<file path="config.mk">
export PLATFORM = sky130hd
export DESIGN_NAME = llpe_ram
export DESIGN_NICKNAME = d
export VERILOG_FILES = /design/src/hdl/linked_list_position_engine_unit_assert.svh /design/src/hdl/llpe_ram.sv
export SDC_FILE = /design/constraint.sdc
export NUM_CORES = 2
export LEC_CHECK = 0
export ABC_AREA = 1
export BUFFER_PORTS_ARGS = -buffer_cell sky130_fd_sc_hd__buf_4
export CORE_UTILIZATION = 45
export DETAILED_ROUTE_END_ITERATION = 16
export REMOVE_ABC_BUFFERS = 1
export SYNTH_ARGS = -nofsm -noshare
export SYNTH_HDL_FRONTEND = slang
export SYNTH_SLANG_ARGS = --single-unit
</file>
<file path="constraint.sdc">
create_clock -name clock -period 3 [get_ports clock]
set_input_delay 0.45 -clock clock [delete_from_list [all_inputs] [get_ports clock]]
set_output_delay 0.45 -clock clock [all_outputs]
set_load 0.02 [all_outputs]
</file>
<file path="src/hdl/linked_list_position_engine_unit_assert.svh">
// Assertion macros used by the list engine RTL.
`ifndef LINKED_LIST_POSITION_ENGINE_UNIT_ASSERT_SVH
`define LINKED_LIST_POSITION_ENGINE_UNIT_ASSERT_SVH
`ifndef SYNTHESIS
`define LLPE_ASSERT_ALWAYS(label, clk, rst, expr) \
   label: assert property (@(posedge clk) disable iff (rst) (expr)) \
      else $error("list engine invariant violated");
`define LLPE_ASSERT_IMPLY(label, clk, rst, ante, cons) \
   label: assert property (@(posedge clk) disable iff (rst) (ante) |-> (cons)) \
      else $error("list engine implication violated");
`else
`define LLPE_ASSERT_ALWAYS(label, clk, rst, expr)
`define LLPE_ASSERT_IMPLY(label, clk, rst, ante, cons)
`endif
`endif

</file>
<file path="src/hdl/llpe_ram.sv">
module llpe_ram #(
   parameter int WIDTH = 8,
   parameter int DEPTH = 256,
   localparam int ADDR_W = $clog2(DEPTH)
) (
   input  logic              clock,
   input  logic              we,
   input  logic [ADDR_W-1:0] waddr,
   input  logic [WIDTH-1:0]  wdata,
   input  logic              re,
   input  logic [ADDR_W-1:0] raddr,
   output logic [WIDTH-1:0]  rdata
);

   logic [WIDTH-1:0] mem_ff [DEPTH];
   logic [WIDTH-1:0] rdata_ff;

   always_ff @(posedge clock) begin
      if (we) begin
         mem_ff[waddr] <= wdata;
      end
      if (re) begin
         rdata_ff <= mem_ff[raddr];
      end
   end

   assign rdata = rdata_ff;

endmodule

</file>
# Word-level counts from Yosys, hierarchy flattened
# Memories as Yosys holds them, arrays and structs flattened. A register that Yosys moved wholly into a read port is not among the register bits.
# Index checks and enable logic that the tools add are counted.
# word_totals
ff_bits	0
ramBits	2048
memories	1
# op_classes
mux	2
# memory_table
memory	words	word_bits	read_ports	rd_clocked_by_memory_dff	write_ports	line_no	rtl
mem_ff	256	8	1	1	1	llpe_ram.sv:15	logic [WIDTH-1:0] mem_ff [DEPTH];
# op_table
cell	count
1-bit 2-to-1 mux	2

# Logic depth before layout (Yosys ltp)
# logic_depth
depth_word	2
depth_mapped	15

# Worst setup path before layout
# Ideal clock, no wire load.
# synth_path
path_type	in2reg
startpoint	input we
endpoint	memory mem_ff[162][0] (enable)
t_arrival_ns	1.571
required_time_ns	2.630
slack_ns	1.059
stages	4
path_cell_list	clkbuf_1 nand3_1 clkbuf_1 nor2_1
# synth_between
elab_chain_len	2
# synth_rtl
element	line_no	rtl
start: declaration	llpe_ram.sv:7	input logic we,
1-bit 2-to-1 mux	llpe_ram.sv:19	if (we) begin
1-bit 2-to-1 mux (implied by the code)	llpe_ram.sv:20	mem_ff[waddr] <= wdata;
end: declaration	llpe_ram.sv:15	
# Every way passes these cells.

==> qor.txt <==
CP endpoint kind = flop
overall routed net length = 240000 um
clock latency at the later pin of the worst-skew pair = 0.86 ns
Cell Area, Synth = 0.0835 sq mm
Port Buffers = 34
Worst Hold Depth = 1
DIE AREA = 0.187 sq mm
Final setup viols = 0
Nets = 7320
hold endpoint = mem_ff[53][4]
clk_skew = 0.0366 ns
post-synthesis sequential area ratio = 74.0%
Arr. time, crit path = 3.12 ns
Fill cells = 15500
vias = 56100
ANT nets after route = 0
most frequent cell after synthesis = nand2_1
Top FF cell, synth = edfxtp_1
CP required = 3.71 ns
Std-Cell Core Area = 0.184 sq mm
initial drt markers = 6890
status = finished, final reports clean
VDD IR max = 0.600 mV
Worst-path clk slew = 0.06 ns
worst hold-check path type = input pin to flop
DRC Markers = 0
Hold Violations, Final = 0
vias in the first global route = 53400
largest family of logic cells by synthesized area = simple AND/OR/NAND/NOR gates
synth cell count leaders = 2123 x nand2_1, 2056 x edfxtp_1, 2019 x nand3_1
area delta synth->final = 14.9%
hold buffer count at CTS = 2
overall power = 59700 uW
Worst R2R Setup Slack = 0.84 ns
drt wl/cell = 24.2 um
initial antenna violation count = 10
EDFF count, synth = 2056
area leader, netlist = edfxtp_1
fmax = 0.414 GHz
htree depth = 4
Final GP Congestion = 0.901
largest net degree at the start of global routing = 94
flop and latch count out of synthesis = 2056
max_cap viols = 0
crit path time final = 2.42 ns
hold_sp = wdata[4]
Synth Area in XOR/XNOR = 0%
slew of the pin with the lowest slew margin = 1.02 ns
# IOs = 35
Vert. Die Dim = 433 um
final global-route overflow total = 0
share of cells above drive strength 1 = 11.2%
Reg2Reg Depth = 10
Root Driver = clkbuf_16
global-route wire length before repair = 354000 um
Sink Count = 2056
RSZ-0062 raised after global routing = false
yosys warns = 0
post_cts resized = 0
crit start category = input pin
clk buf depth = 3
RR Startpoint = mem_ff[121][7]
Initial Utilization = 45.4%
DR pass1 iterations = 8
gr usage total = 25.6%
Synth top area share = 74.0%
Post-synth ARST share = 0%
mux cell area share after synthesis = 0%
Reg2Reg Capture Point = rdata[7]
CTS tree = yes
post-synthesis adder-cell area fraction = 0%
Static Leak = 0.0339 uW
ranking of synthesized cells by area = edfxtp_1 74%, nand3_1 12%, nand2_1 9.5%
Netlist cell types = 13
pwr dens = 623 mW/mm^2
Hold WS = 0.0654 ns
cell count after synthesis = 7003
crit path max fanout = 48
critical path class = input pin to flop
post-synthesis simple-gate area fraction = 22.9%
die width = 433 um
slew margin rel. = 31.5%
FP Rows = 157
Max Slew Vio Count = 0
syn avg cell area = 11.9 sq um
Post-DP HPWL = 146000 um
post-CTS setup buffers = 0
Num CTS Buffers = 205
fraction of the mapped netlist area in compound gates = 0%
number of vias per cell = 5.65
post-route clock period utilization = 80.5%
[critical path, cell delays in order]
cell,delay [ns]
buf_8,0.14
inv_16,0.24
buf_12,0.29
buf_12,0.26
buf_4,0.21
nand2_1,0.06
nand3_1,0.08
nand3_1,0.10
nand3_1,0.09
nand3_1,0.11
nand3_1,0.17
nand3_1,0.33
nand2_1,0.17
nand2_1,0.18
nand2_1,0.11
[flip-flops by register name, indices dropped and copies added, names as in the netlist]
register	count
mem_ff	2048
rdata	8
[power by group]
| part | total, uW | switching, uW | internal [uW] |
|---|---|---|---|
| clock | 24000 | 10900 | 13200 |
| combinational | 3950 | 2880 | 1080 |
| sequential | 31700 | 46.3 | 31700 |
| total | 59700 | 13800 | 45900 |
[per-stage QoR]
stage	std cells	util (%)	area, sq um	setup TNS [ns]	setup WS (ns)
floorplan	6520	-	81000	-25.33	-3.17
global placement	9548	48.8	89700	-0.595	-0.135
detailed placement	9548	48.8	89700	-0.645	-0.157
CTS	9921	52.2	95900	0	0.705
global route	9925	52.2	95900	0	0.551
finish	9926	52.2	95900	0	0.584
[worst max-delay path by stage]
stage,from,end,slack (ns)
final,raddr[0],rdata[4],0.58
after detailed placement,raddr[0],rdata[4],-0.16
after floorplan,raddr[0],rdata[7],-3.17
after global routing,raddr[0],rdata[4],0.55
after global placement,raddr[0],rdata[4],-0.14
after CTS,raddr[0],rdata[4],0.71
[area by class of cell]
class	count	area (sq um)	area share (%)
sequential	2056	61700	64.4
multi-input combinational	4425	19100	20.0
timing repair buffer	566	5540	5.77
clock buffer	263	5370	5.60
tap	2464	3080	3.21
clock inverter	108	838	0.874
inverter	39	180	0.188
antenna	5	12.5	0.0130
[kinds of logic (layout without fill, tap and decap cells)]
group / Yosys count / after routing
buffers and inverters: 522 / 976
other: 0 / 5
and+or+nand+nor: 4425 / 4425
DFF: 2056 / 2056
[cells in the final DEF (no fill, tap or decap), drive strengths merged]
| master | count |
|---|---|
| nand2 | 2123 |
| edfxtp | 2056 |
| nand3 | 2019 |
| buf | 564 |
| nor2 | 283 |
| clkbuf | 263 |
| clkinv | 90 |
| inv | 46 |
| bufinv | 6 |
| diode | 5 |
| clkinvlp | 5 |
| dlygate4sd3 | 2 |
[layer usage]
metal  vias up  routed length (um)  track usage, %  part of all wire (%)
met5         -                   0               0                     0
met2      2492              114000            40.7                    47
li1      25500                   -               -                     -
met4         0                7650            8.70                   3.2
met3       402               18200            3.56                   7.6
met1     27800              101000            36.1                    42
Note: power is estimated with default switching activity, not from simulation.
